$ cat config.mk
export PLATFORM = sky130hd
export DESIGN_NAME = lru_key_value_cache_flat
export DESIGN_NICKNAME = d
export VERILOG_FILES = /design/src/rtl/core/lkv_pkg.sv /design/src/rtl/core/lkv_req_if.sv /design/src/rtl/core/lkv_rsp_if.sv /design/src/rtl/core/lkv_cfg_if.sv /design/src/rtl/core/lru_key_value_cache.sv /design/src/rtl/core/lkv_store.sv /design/src/rtl/core/lkv_ctrl.sv /design/src/flat_wrapper.sv
export SDC_FILE = /design/constraint.sdc
export NUM_CORES = 1
export LEC_CHECK = 0
export ABC_AREA = 1
export ABC_CLOCK_PERIOD_IN_PS = 20700
export BUFFER_PORTS_ARGS = -buffer_cell sky130_fd_sc_hd__buf_2
export CORE_AREA = 2 2 373 375
export DETAILED_ROUTE_END_ITERATION = 10
export DIE_AREA = 0 0 375 377
export GPL_TIMING_DRIVEN = 0
export SYNTH_ARGS = -nofsm -noshare
export SYNTH_HDL_FRONTEND = slang
export SYNTH_SLANG_ARGS = --single-unit
$ cat constraint.sdc
create_clock -name clk -period 20.7 [get_ports clk]
set_clock_uncertainty 0.05 [all_clocks]
set_input_delay 5.175 -clock clk [delete_from_list [all_inputs] [get_ports clk]]
set_output_delay 5.175 -clock clk [all_outputs]
set_load 0.02 [all_outputs]
$ cat src/rtl/core/lkv_pkg.sv
// lkv_pkg: sizes, payload and control structs of the LRU key-value cache.
// No dependencies; imported by every other file of the block.
`timescale 1ns / 1ps

package lkv_pkg;

    localparam int MAX_ENTRIES = 16;
    localparam int KEY_BITS    = 32;
    localparam int VALUE_BITS  = 32;

    // entry index and recency age share a width (ages run 0..MAX_ENTRIES-1)
    localparam int IDX_W = (MAX_ENTRIES > 1) ? $clog2(MAX_ENTRIES) : 1;
    localparam int AGE_W = IDX_W;

    // capacity register and the effective capacity derived from it
    localparam int CAP_W       = 5;
    localparam int CAP_RESET   = 16;
    localparam int CNT_MIN_W   = $clog2(MAX_ENTRIES + 1);
    localparam int CNT_W       = (CNT_MIN_W > CAP_W) ? CNT_MIN_W : CAP_W;

    typedef struct packed {
        logic [KEY_BITS-1:0]   key;
        logic [VALUE_BITS-1:0] value;
    } entry_t;

    typedef struct packed {
        logic             en;
        logic [IDX_W-1:0] addr;
    } mem_rd_t;

    typedef struct packed {
        logic             en;
        logic [IDX_W-1:0] addr;
        entry_t           data;
    } mem_wr_t;

    typedef struct packed {
        logic                  hit;
        logic [VALUE_BITS-1:0] read_value;
    } rsp_t;

endpackage

$ cat src/rtl/core/lkv_req_if.sv
// lkv_req_if: request channel (get/put word) of the LRU key-value cache.
// Depends on lkv_pkg for field widths.
`timescale 1ns / 1ps

interface lkv_req_if;
    logic                                    valid;
    logic                                    ready;
    logic                                    req_type;
    logic signed [lkv_pkg::KEY_BITS-1:0]     key;
    logic signed [lkv_pkg::VALUE_BITS-1:0]   value;

    modport source (output valid, output req_type, output key, output value, input ready);
    modport sink   (input valid, input req_type, input key, input value, output ready);
endinterface

$ cat src/rtl/core/lkv_rsp_if.sv
// lkv_rsp_if: result channel (hit flag and read value) of the LRU key-value cache.
// Depends on lkv_pkg for field widths.
`timescale 1ns / 1ps

interface lkv_rsp_if;
    logic                                    valid;
    logic                                    ready;
    logic                                    hit;
    logic signed [lkv_pkg::VALUE_BITS-1:0]   read_value;

    modport source (output valid, output hit, output read_value, input ready);
    modport sink   (input valid, input hit, input read_value, output ready);
endinterface

$ cat src/rtl/core/lkv_cfg_if.sv
// lkv_cfg_if: capacity register write channel of the LRU key-value cache.
// Depends on lkv_pkg for the register width.
`timescale 1ns / 1ps

interface lkv_cfg_if;
    logic                          valid;
    logic                          ready;
    logic [lkv_pkg::CAP_W-1:0]     capacity;

    modport source (output valid, output capacity, input ready);
    modport sink   (input valid, input capacity, output ready);
endinterface

$ cat src/rtl/core/lru_key_value_cache.sv
// lru_key_value_cache: top level - capacity register, result register, core wiring.
// Depends on lkv_pkg, lkv_req_if, lkv_rsp_if, lkv_cfg_if, lkv_store, lkv_ctrl.
`timescale 1ns / 1ps

// channel | dir | handshake     | word
// --------+-----+---------------+-------------------------------------------
// req     | in  | valid / ready | req_type (0 get, 1 put), key, value
// rsp     | out | valid / ready | hit, read_value (0 on miss and on put)
// cfg     | in  | valid / ready | capacity (0 acts as 1, above 16 acts as 16)
//
// One request at a time. The keys are scanned out of the key/value memory one
// entry per cycle through its single read port; a hit ends the scan at the
// matching entry, a miss scans all MAX_ENTRIES entries.
// Recency ages and valid bits sit in flops and update in the final cycle.
// Reset empties the cache at once (valid bits clear) and sets capacity to 16.
// The result register lets a new request be taken while a result waits; a
// request only stalls in its final cycle while that register is still full.

module lru_key_value_cache (
    input logic       clk,
    input logic       rst_n,
    lkv_req_if.sink   req,
    lkv_rsp_if.source rsp,
    lkv_cfg_if.sink   cfg
);
    import lkv_pkg::*;

    logic [CAP_W-1:0]      cap_reg;
    logic [CNT_W-1:0]      cap_ext;
    logic [CNT_W-1:0]      eff_cap;

    logic                  out_valid_reg;
    rsp_t                  out_data_reg;
    logic                  rsp_free;

    logic                  rsp_load;
    rsp_t                  rsp_data;
    mem_rd_t               mem_rd;
    mem_wr_t               mem_wr;
    entry_t                mem_rdata;

    // capacity register: always writable; the core uses its current value when a put commits
    assign cfg.ready = 1'b1;

    always_ff @(posedge clk or negedge rst_n)
    begin
        if (!rst_n)
        begin
            cap_reg <= CAP_W'(CAP_RESET);
        end
        else if (cfg.valid)
        begin
            cap_reg <= cfg.capacity;
        end
    end

    // clamp capacity into 1..MAX_ENTRIES
    assign cap_ext = CNT_W'(cap_reg);
    always_comb
    begin
        if (cap_reg == '0)
        begin
            eff_cap = CNT_W'(1);
        end
        else if (cap_ext > CNT_W'(MAX_ENTRIES))
        begin
            eff_cap = CNT_W'(MAX_ENTRIES);
        end
        else
        begin
            eff_cap = cap_ext;
        end
    end

    // result register: frees in the same cycle the consumer takes it
    assign rsp_free = !out_valid_reg || rsp.ready;

    always_ff @(posedge clk or negedge rst_n)
    begin
        if (!rst_n)
        begin
            out_valid_reg <= 1'b0;
        end
        else if (rsp_load)
        begin
            out_valid_reg <= 1'b1;
        end
        else if (rsp.ready)
        begin
            out_valid_reg <= 1'b0;
        end
    end

    always_ff @(posedge clk)
    begin
        if (rsp_load)
        begin
            out_data_reg <= rsp_data;
        end
    end

    assign rsp.valid      = out_valid_reg;
    assign rsp.hit        = out_data_reg.hit;
    assign rsp.read_value = out_data_reg.read_value;

    lkv_store u_store (
        .clk   (clk),
        .rd    (mem_rd),
        .wr    (mem_wr),
        .rdata (mem_rdata)
    );

    lkv_ctrl u_ctrl (
        .clk       (clk),
        .rst_n     (rst_n),
        .req_valid (req.valid),
        .req_ready (req.ready),
        .req_type  (req.req_type),
        .req_key   (req.key),
        .req_value (req.value),
        .eff_cap   (eff_cap),
        .rsp_free  (rsp_free),
        .rsp_load  (rsp_load),
        .rsp_data  (rsp_data),
        .mem_rd    (mem_rd),
        .mem_rdata (mem_rdata),
        .mem_wr    (mem_wr)
    );

endmodule

$ cat src/rtl/core/lkv_store.sv
// lkv_store: key/value memory, one write port and one registered read port.
// Depends on lkv_pkg (entry and port structs).
`timescale 1ns / 1ps

module lkv_store (
    input  logic             clk,
    input  lkv_pkg::mem_rd_t rd,
    input  lkv_pkg::mem_wr_t wr,
    output lkv_pkg::entry_t  rdata
);
    import lkv_pkg::*;

    entry_t mem [MAX_ENTRIES];
    entry_t rdata_reg;

    always_ff @(posedge clk)
    begin
        if (wr.en)
        begin
            mem[wr.addr] <= wr.data;
        end
        if (rd.en)
        begin
            rdata_reg <= mem[rd.addr];
        end
    end

    assign rdata = rdata_reg;

endmodule

$ cat src/rtl/core/lkv_ctrl.sv
// lkv_ctrl: request sequencer - key scan over the store, recency ages, replacement.
// Depends on lkv_pkg; drives the ports of lkv_store.
`timescale 1ns / 1ps

module lkv_ctrl (
    input  logic                               clk,
    input  logic                               rst_n,
    input  logic                               req_valid,
    output logic                               req_ready,
    input  logic                               req_type,
    input  logic [lkv_pkg::KEY_BITS-1:0]       req_key,
    input  logic [lkv_pkg::VALUE_BITS-1:0]     req_value,
    input  logic [lkv_pkg::CNT_W-1:0]          eff_cap,
    input  logic                               rsp_free,
    output logic                               rsp_load,
    output lkv_pkg::rsp_t                      rsp_data,
    output lkv_pkg::mem_rd_t                   mem_rd,
    input  lkv_pkg::entry_t                    mem_rdata,
    output lkv_pkg::mem_wr_t                   mem_wr
);
    import lkv_pkg::*;

    typedef enum logic [1:0] {
        S_IDLE,
        S_SCAN,
        S_DONE
    } state_t;

    state_t                  state_reg;
    logic [IDX_W-1:0]        rd_ptr_reg;
    logic                    pend_reg;
    logic [IDX_W-1:0]        pend_idx_reg;
    logic                    found_reg;
    logic [MAX_ENTRIES-1:0]  valid_reg;
    logic [MAX_ENTRIES-1:0]  valid_next;

    logic                    is_put_reg;
    logic [KEY_BITS-1:0]     key_reg;
    logic [VALUE_BITS-1:0]   value_reg;
    logic [IDX_W-1:0]        found_idx_reg;
    logic [AGE_W-1:0]        found_age_reg;
    logic [VALUE_BITS-1:0]   found_val_reg;
    logic [AGE_W-1:0]        age_reg  [MAX_ENTRIES];
    logic [AGE_W-1:0]        age_next [MAX_ENTRIES];

    logic                    match;
    logic                    last;
    logic                    commit;
    logic [IDX_W-1:0]        rd_ptr_next;
    logic [MAX_ENTRIES-1:0]  evict;
    logic [IDX_W-1:0]        free_idx;

    assign req_ready = (state_reg == S_IDLE);
    assign match     = pend_reg && valid_reg[pend_idx_reg] && (mem_rdata.key == key_reg);
    assign last      = pend_reg && (pend_idx_reg == IDX_W'(MAX_ENTRIES - 1));
    assign commit    = (state_reg == S_DONE) && rsp_free;
    assign rd_ptr_next = (rd_ptr_reg == IDX_W'(MAX_ENTRIES - 1)) ? '0 : rd_ptr_reg + 1'b1;

    assign mem_rd.en   = (state_reg == S_SCAN);
    assign mem_rd.addr = rd_ptr_reg;

    assign rsp_load            = commit;
    assign rsp_data.hit        = found_reg;
    assign rsp_data.read_value = (found_reg && !is_put_reg) ? found_val_reg : '0;

    // ages of valid entries are dense 0..n-1, so evicting oldest until below
    // capacity drops every entry aged cap-1 or more
    always_comb
    begin
        free_idx = '0;
        for (int i = MAX_ENTRIES - 1; i >= 0; i--)
        begin
            evict[i] = valid_reg[i] && (CNT_W'(age_reg[i]) >= (eff_cap - CNT_W'(1)));
            if (!valid_reg[i] || evict[i])
            begin
                free_idx = IDX_W'(i);
            end
        end
    end

    assign mem_wr.en         = commit && is_put_reg;
    assign mem_wr.addr       = found_reg ? found_idx_reg : free_idx;
    assign mem_wr.data.key   = key_reg;
    assign mem_wr.data.value = value_reg;

    always_comb
    begin
        for (int i = 0; i < MAX_ENTRIES; i++)
        begin
            valid_next[i] = valid_reg[i];
            age_next[i]   = age_reg[i];
            if (commit && found_reg)
            begin
                if (valid_reg[i] && (age_reg[i] < found_age_reg))
                begin
                    age_next[i] = age_reg[i] + 1'b1;
                end
                if (IDX_W'(i) == found_idx_reg)
                begin
                    age_next[i] = '0;
                end
            end
            else if (commit && is_put_reg)
            begin
                if (evict[i])
                begin
                    valid_next[i] = 1'b0;
                end
                else if (valid_reg[i])
                begin
                    age_next[i] = age_reg[i] + 1'b1;
                end
                if (IDX_W'(i) == free_idx)
                begin
                    valid_next[i] = 1'b1;
                    age_next[i]   = '0;
                end
            end
        end
    end

    always_ff @(posedge clk or negedge rst_n)
    begin
        if (!rst_n)
        begin
            state_reg    <= S_IDLE;
            rd_ptr_reg   <= '0;
            pend_reg     <= 1'b0;
            pend_idx_reg <= '0;
            found_reg    <= 1'b0;
            valid_reg    <= '0;
        end
        else
        begin
            valid_reg <= valid_next;
            case (state_reg)
                S_IDLE:
                begin
                    if (req_valid)
                    begin
                        state_reg  <= S_SCAN;
                        rd_ptr_reg <= '0;
                        pend_reg   <= 1'b0;
                        found_reg  <= 1'b0;
                    end
                end
                S_SCAN:
                begin
                    rd_ptr_reg   <= rd_ptr_next;
                    pend_reg     <= 1'b1;
                    pend_idx_reg <= rd_ptr_reg;
                    if (match)
                    begin
                        found_reg <= 1'b1;
                        pend_reg  <= 1'b0;
                        state_reg <= S_DONE;
                    end
                    else if (last)
                    begin
                        pend_reg  <= 1'b0;
                        state_reg <= S_DONE;
                    end
                end
                S_DONE:
                begin
                    if (rsp_free)
                    begin
                        state_reg <= S_IDLE;
                    end
                end
                default:
                begin
                    state_reg <= S_IDLE;
                end
            endcase
        end
    end

    always_ff @(posedge clk)
    begin
        age_reg <= age_next;
        if (state_reg == S_IDLE && req_valid)
        begin
            is_put_reg <= req_type;
            key_reg    <= req_key;
            value_reg  <= req_value;
        end
        if (state_reg == S_SCAN && match)
        begin
            found_idx_reg <= pend_idx_reg;
            found_age_reg <= age_reg[pend_idx_reg];
            found_val_reg <= mem_rdata.value;
        end
    end

endmodule

$ cat src/flat_wrapper.sv
// flat-port wrapper written by rule: the top's interface ports become plain ports
module lru_key_value_cache_flat import lkv_pkg::*;
  (clk, rst_n, req_valid, req_req_type, req_key, req_value, req_ready, rsp_valid, rsp_hit, rsp_read_value, rsp_ready, cfg_valid, cfg_capacity, cfg_ready);
  lkv_req_if req_i ();
  lkv_rsp_if rsp_i ();
  lkv_cfg_if cfg_i ();
  input logic clk;
  input logic rst_n;
  input wire logic [$bits(req_i.valid)-1:0] req_valid;
  input wire logic [$bits(req_i.req_type)-1:0] req_req_type;
  input wire logic [$bits(req_i.key)-1:0] req_key;
  input wire logic [$bits(req_i.value)-1:0] req_value;
  output wire logic [$bits(req_i.ready)-1:0] req_ready;
  output wire logic [$bits(rsp_i.valid)-1:0] rsp_valid;
  output wire logic [$bits(rsp_i.hit)-1:0] rsp_hit;
  output wire logic [$bits(rsp_i.read_value)-1:0] rsp_read_value;
  input wire logic [$bits(rsp_i.ready)-1:0] rsp_ready;
  input wire logic [$bits(cfg_i.valid)-1:0] cfg_valid;
  input wire logic [$bits(cfg_i.capacity)-1:0] cfg_capacity;
  output wire logic [$bits(cfg_i.ready)-1:0] cfg_ready;
  assign req_i.valid = req_valid;
  assign req_i.req_type = req_req_type;
  assign req_i.key = req_key;
  assign req_i.value = req_value;
  assign req_ready = req_i.ready;
  assign rsp_valid = rsp_i.valid;
  assign rsp_hit = rsp_i.hit;
  assign rsp_read_value = rsp_i.read_value;
  assign rsp_i.ready = rsp_ready;
  assign cfg_i.valid = cfg_valid;
  assign cfg_i.capacity = cfg_capacity;
  assign cfg_ready = cfg_i.ready;
  lru_key_value_cache u_core (.clk(clk), .rst_n(rst_n), .req(req_i), .rsp(rsp_i), .cfg(cfg_i));
endmodule
==> impl_results.md <==
* Max reg flops at a little over 1000
* Clock input transition at the sequential cells of the worst setup and hold paths at around 60 ps
* Global router's overall resource usage at 23.4%
* Final critical-path required period at 7610 ps
* Number of ports placed on the die boundary at about 110
* Worst Path Arrival at 8050 ps
* CORE AREA at roughly 140000 um^2
* Quantity of gates resized following cts at 0
* Leakage Power at 0.0217 uW
* Post-synthesis xor/xnor area fraction at 0.754%
* Least-Margin Pin Slew at 1460 ps
* Final net count at 4763
* Synthesized-area fraction occupied by and/or/nand/nor cells at between 10 and 15%
* Hold violation total from the final report at 0
* Initial antenna violation count at 2
* DR vias at about 37000
* Mapped cell area at 54600 um^2
* Max Clk Rate at 131 MHz
* Die ar. at approximately 140000 um^2
* Avg Cell Area, Syn at 12.8 um^2
* # hold bufs at CTS at 0
* Std cell rows at between 100 and 150
* Clock buffer count from CTS at 141
* Seq cells post-synth at 1324
* Synth cell types at 55
* Sum of net half-perimeters after detailed placement at 110 mm
* Dominant synthesized flop cell: sky130_fd_sc_hd__edfxtp_1
* Vias per inst at 5.75
* Avg WL per Cell at 25.9 um
* Die width at 375 um
* Critical path start-end classification: in2reg
* Mux cell area share after synthesis at 0.0206%
* Share of final-layout standard cells stronger than drive strength 1 at a little under a tenth
* Post-detailed-routing wire length at 168 mm
* Run status: finished, final reports clean
* Buffer cell driving the clock tree root: sky130_fd_sc_hd__clkbuf_16
* Net count of the mapped netlist at 4459
* Critical path data required time at 21140 ps
* Port Buffer Count at ~110
* Largest fanout on the critical path at 18
* Async SR Flop Fraction at 2.57%
* Headroom to the max-slew limit at 2.44%
* Final Cycle Share at 36.8%
* Number of enable-type register cells in the synthesized netlist at 1290
* Remaining antenna violation count at 0
* Residual DRC count at 0
* Count of routing violations after the opening detailed-route iteration at 4562
* Number of pins with negative max-slew slack in the final report at 0
* Setup repair after global routing missed its margin: no
* Final hold slack at ~360 ps
* YS warnings at 0
* Largest family of logic cells by synthesized area: simple AND/OR/NAND/NOR gates
* Grt ovf at 0
* Setup crit start kind: input port
* Initial cell density of the core at 39.8%
* Drt pass-1 iters at 6
* Final setup viols at 0
* Post-CTS setup repair buffer count at 0
* Maximum number of buffers from clock root to sink at 3
* Max_cap viols at 0
* Share of synthesized area occupied by flip-flops and latches at 72.5%
* Vertical extent of the die at 377 um
* Peak ir drop on the vdd network at 104 uV
* CTS H-Tree Depth at 4
* Critical Path End Type: register
* Arithmetic-cell share of the synthesized area counting full adders, half adders and majority gates at 2.69%
* Mapped Cells at 4271
* Pin count of the biggest net entering global routing at 41
* TritonCTS clock tree: built
* CTS Sinks at 1324
* Share of the synthesized area in compound gates (AO/OA/AOI/OAI) at 9.76%
* Number of global-route vias before repair at between 30000 and 40000
* Worst Hold Class: reg2reg
* Areal power density over the cells at 128 nW/um^2
* Placer Congestion at between 0.9 and 1
* Global-route wire length before repair at between 200 and 250 mm
* Synthesis-to-finish area growth at 15.9%
* Worst skew pair latency at 820 ps
* Final TNS setup at 0 ps
==> final cells by class <==
class                   instances  area, um^2
clock buffers                 185        3780
multi-input cells            2491       13400
fillers                     12213       73700
diodes                          1        2.50
well taps                    1794        2240
clock inverters                71         818
inverters                     225         847
plain buffers                 231         905
repair buffers                161        1670
flip-flops and latches       1324       39600
==> critical path, stage by stage <==
cell and delay [ps]:
sky130_fd_sc_hd__buf_2 70, sky130_fd_sc_hd__nor2_1 60, sky130_fd_sc_hd__inv_1 70, sky130_fd_sc_hd__nand2_1 120, sky130_fd_sc_hd__nor2_1 470, sky130_fd_sc_hd__buf_2 370, sky130_fd_sc_hd__nand3_1 380, sky130_fd_sc_hd__nor2_4 780
sky130_fd_sc_hd__buf_12 280, sky130_fd_sc_hd__buf_12 220
==> synth_stat cells, types with 5 or more instances <==
master                     count  area (um^2)
sky130_fd_sc_hd__and3_1        8         50.1
sky130_fd_sc_hd__a21oi_1     205         1030
sky130_fd_sc_hd__dfrtp_1      33          826
sky130_fd_sc_hd__ha_1        113         1410
sky130_fd_sc_hd__buf_2         5         25.0
sky130_fd_sc_hd__xor2_1       34          298
sky130_fd_sc_hd__nand4_1      76          475
sky130_fd_sc_hd__nor2_2       13         81.3
sky130_fd_sc_hd__edfxtp_1   1290        38700
sky130_fd_sc_hd__clkbuf_1    211          792
sky130_fd_sc_hd__inv_1       210          788
sky130_fd_sc_hd__a21boi_0     17          128
sky130_fd_sc_hd__nor3_1       23          115
sky130_fd_sc_hd__nand3_1     224         1120
sky130_fd_sc_hd__o21ai_0     412         2060
sky130_fd_sc_hd__inv_2        12         45.0
sky130_fd_sc_hd__nand2_2       7         43.8
sky130_fd_sc_hd__a221oi_1     76          666
sky130_fd_sc_hd__nand2_1     648         2430
sky130_fd_sc_hd__o22ai_1      89          557
sky130_fd_sc_hd__xnor2_1      13          114
sky130_fd_sc_hd__nand3b_1      7         52.6
sky130_fd_sc_hd__a31oi_1      16          100
sky130_fd_sc_hd__o221ai_1     57          499
sky130_fd_sc_hd__buf_1        11         41.3
sky130_fd_sc_hd__o211ai_1     18          135
sky130_fd_sc_hd__nor2_1      392         1470
==> cells by family (layout without fill, tap and decap cells) <==
family / Yosys count / count (layout)
adder cells (fa/ha/maj): 118 / 118
AND/OR/NAND/NOR: 1417 / 1417
AO/OA/AOI/OAI: 907 / 907
XOR/XNOR: 47 / 47
flip-flops: 1324 / 1324
multiplexers: 1 / 1
buffers and inverters: 456 / 873
other: 1 / 2
==> worst paths after layout <==
kind	startpoint	to	slack [ps]	cells after the start
setup reg to reg	u_core.cap_ext[3]	u_core.u_store.mem[3][28]	14700	35
min in group asynchronous	rst_n	u_core.u_ctrl.valid_reg[10]	4500	1
setup / recovery	rsp_ready	u_core.u_store.mem[3][28]	13090	10
hold reg to reg	u_core.u_store.rdata[18]	u_core.u_ctrl.found_val_reg[18]	360	0
hold / removal	u_core.u_store.rdata[18]	u_core.u_ctrl.found_val_reg[18]	360	0
max in group asynchronous	rst_n	u_core.u_ctrl.found_reg	15450	1
==> through the flow <==
stage	power [uW]	area [um^2]	utilization, %	instances	worst slack [ps]
floorplan	4550	54600	-	4271	11460
global placement	5520	57400	41.9	6173	6910
detailed placement	5570	58600	42.8	6226	12370
CTS	8070	63200	46.2	6482	13200
global route	8380	63200	46.2	6482	12950
finish	8080	63200	46.2	6483	13090
==> report_power, final <==
group / total, uW / switching [uW] / internal [uW]
Combinational: 2160 / 1640 / 517
Sequential: 3400 / 156 / 3250
Clock: 2520 / 1080 / 1440
Total: 8080 / 2880 / 5200
==> routing by layer <==
layer	vias to the layer above	GRT usage, %	routed length [um]
li1	16353	-	-
met1	18515	32.1	68500
met2	2031	36.5	76300
met3	354	5.41	17100
met4	2	8.65	5680
met5	-	0	9
==> placed cells by master, fill, tap and decap left out, types with 18 or more instances in the layout <==
master and instances:
sky130_fd_sc_hd__nor2_4 21, sky130_fd_sc_hd__o221ai_1 57, sky130_fd_sc_hd__dfrtp_1 33, sky130_fd_sc_hd__clkbuf_16 144, sky130_fd_sc_hd__nand3_1 224, sky130_fd_sc_hd__inv_1 208, sky130_fd_sc_hd__nor3_1 23, sky130_fd_sc_hd__nand2_1 648
sky130_fd_sc_hd__edfxtp_1 1290, sky130_fd_sc_hd__xor2_1 34, sky130_fd_sc_hd__a221oi_1 76, sky130_fd_sc_hd__nand4_1 76, sky130_fd_sc_hd__o211ai_1 18, sky130_fd_sc_hd__buf_12 39, sky130_fd_sc_hd__o22ai_1 89, sky130_fd_sc_hd__clkinv_2 20
sky130_fd_sc_hd__clkinv_1 27, sky130_fd_sc_hd__buf_2 113, sky130_fd_sc_hd__a21oi_1 204, sky130_fd_sc_hd__ha_1 113, sky130_fd_sc_hd__nor2_1 374, sky130_fd_sc_hd__o21ai_0 412, sky130_fd_sc_hd__clkbuf_1 248
Note: power is estimated with default switching activity, not from simulation.
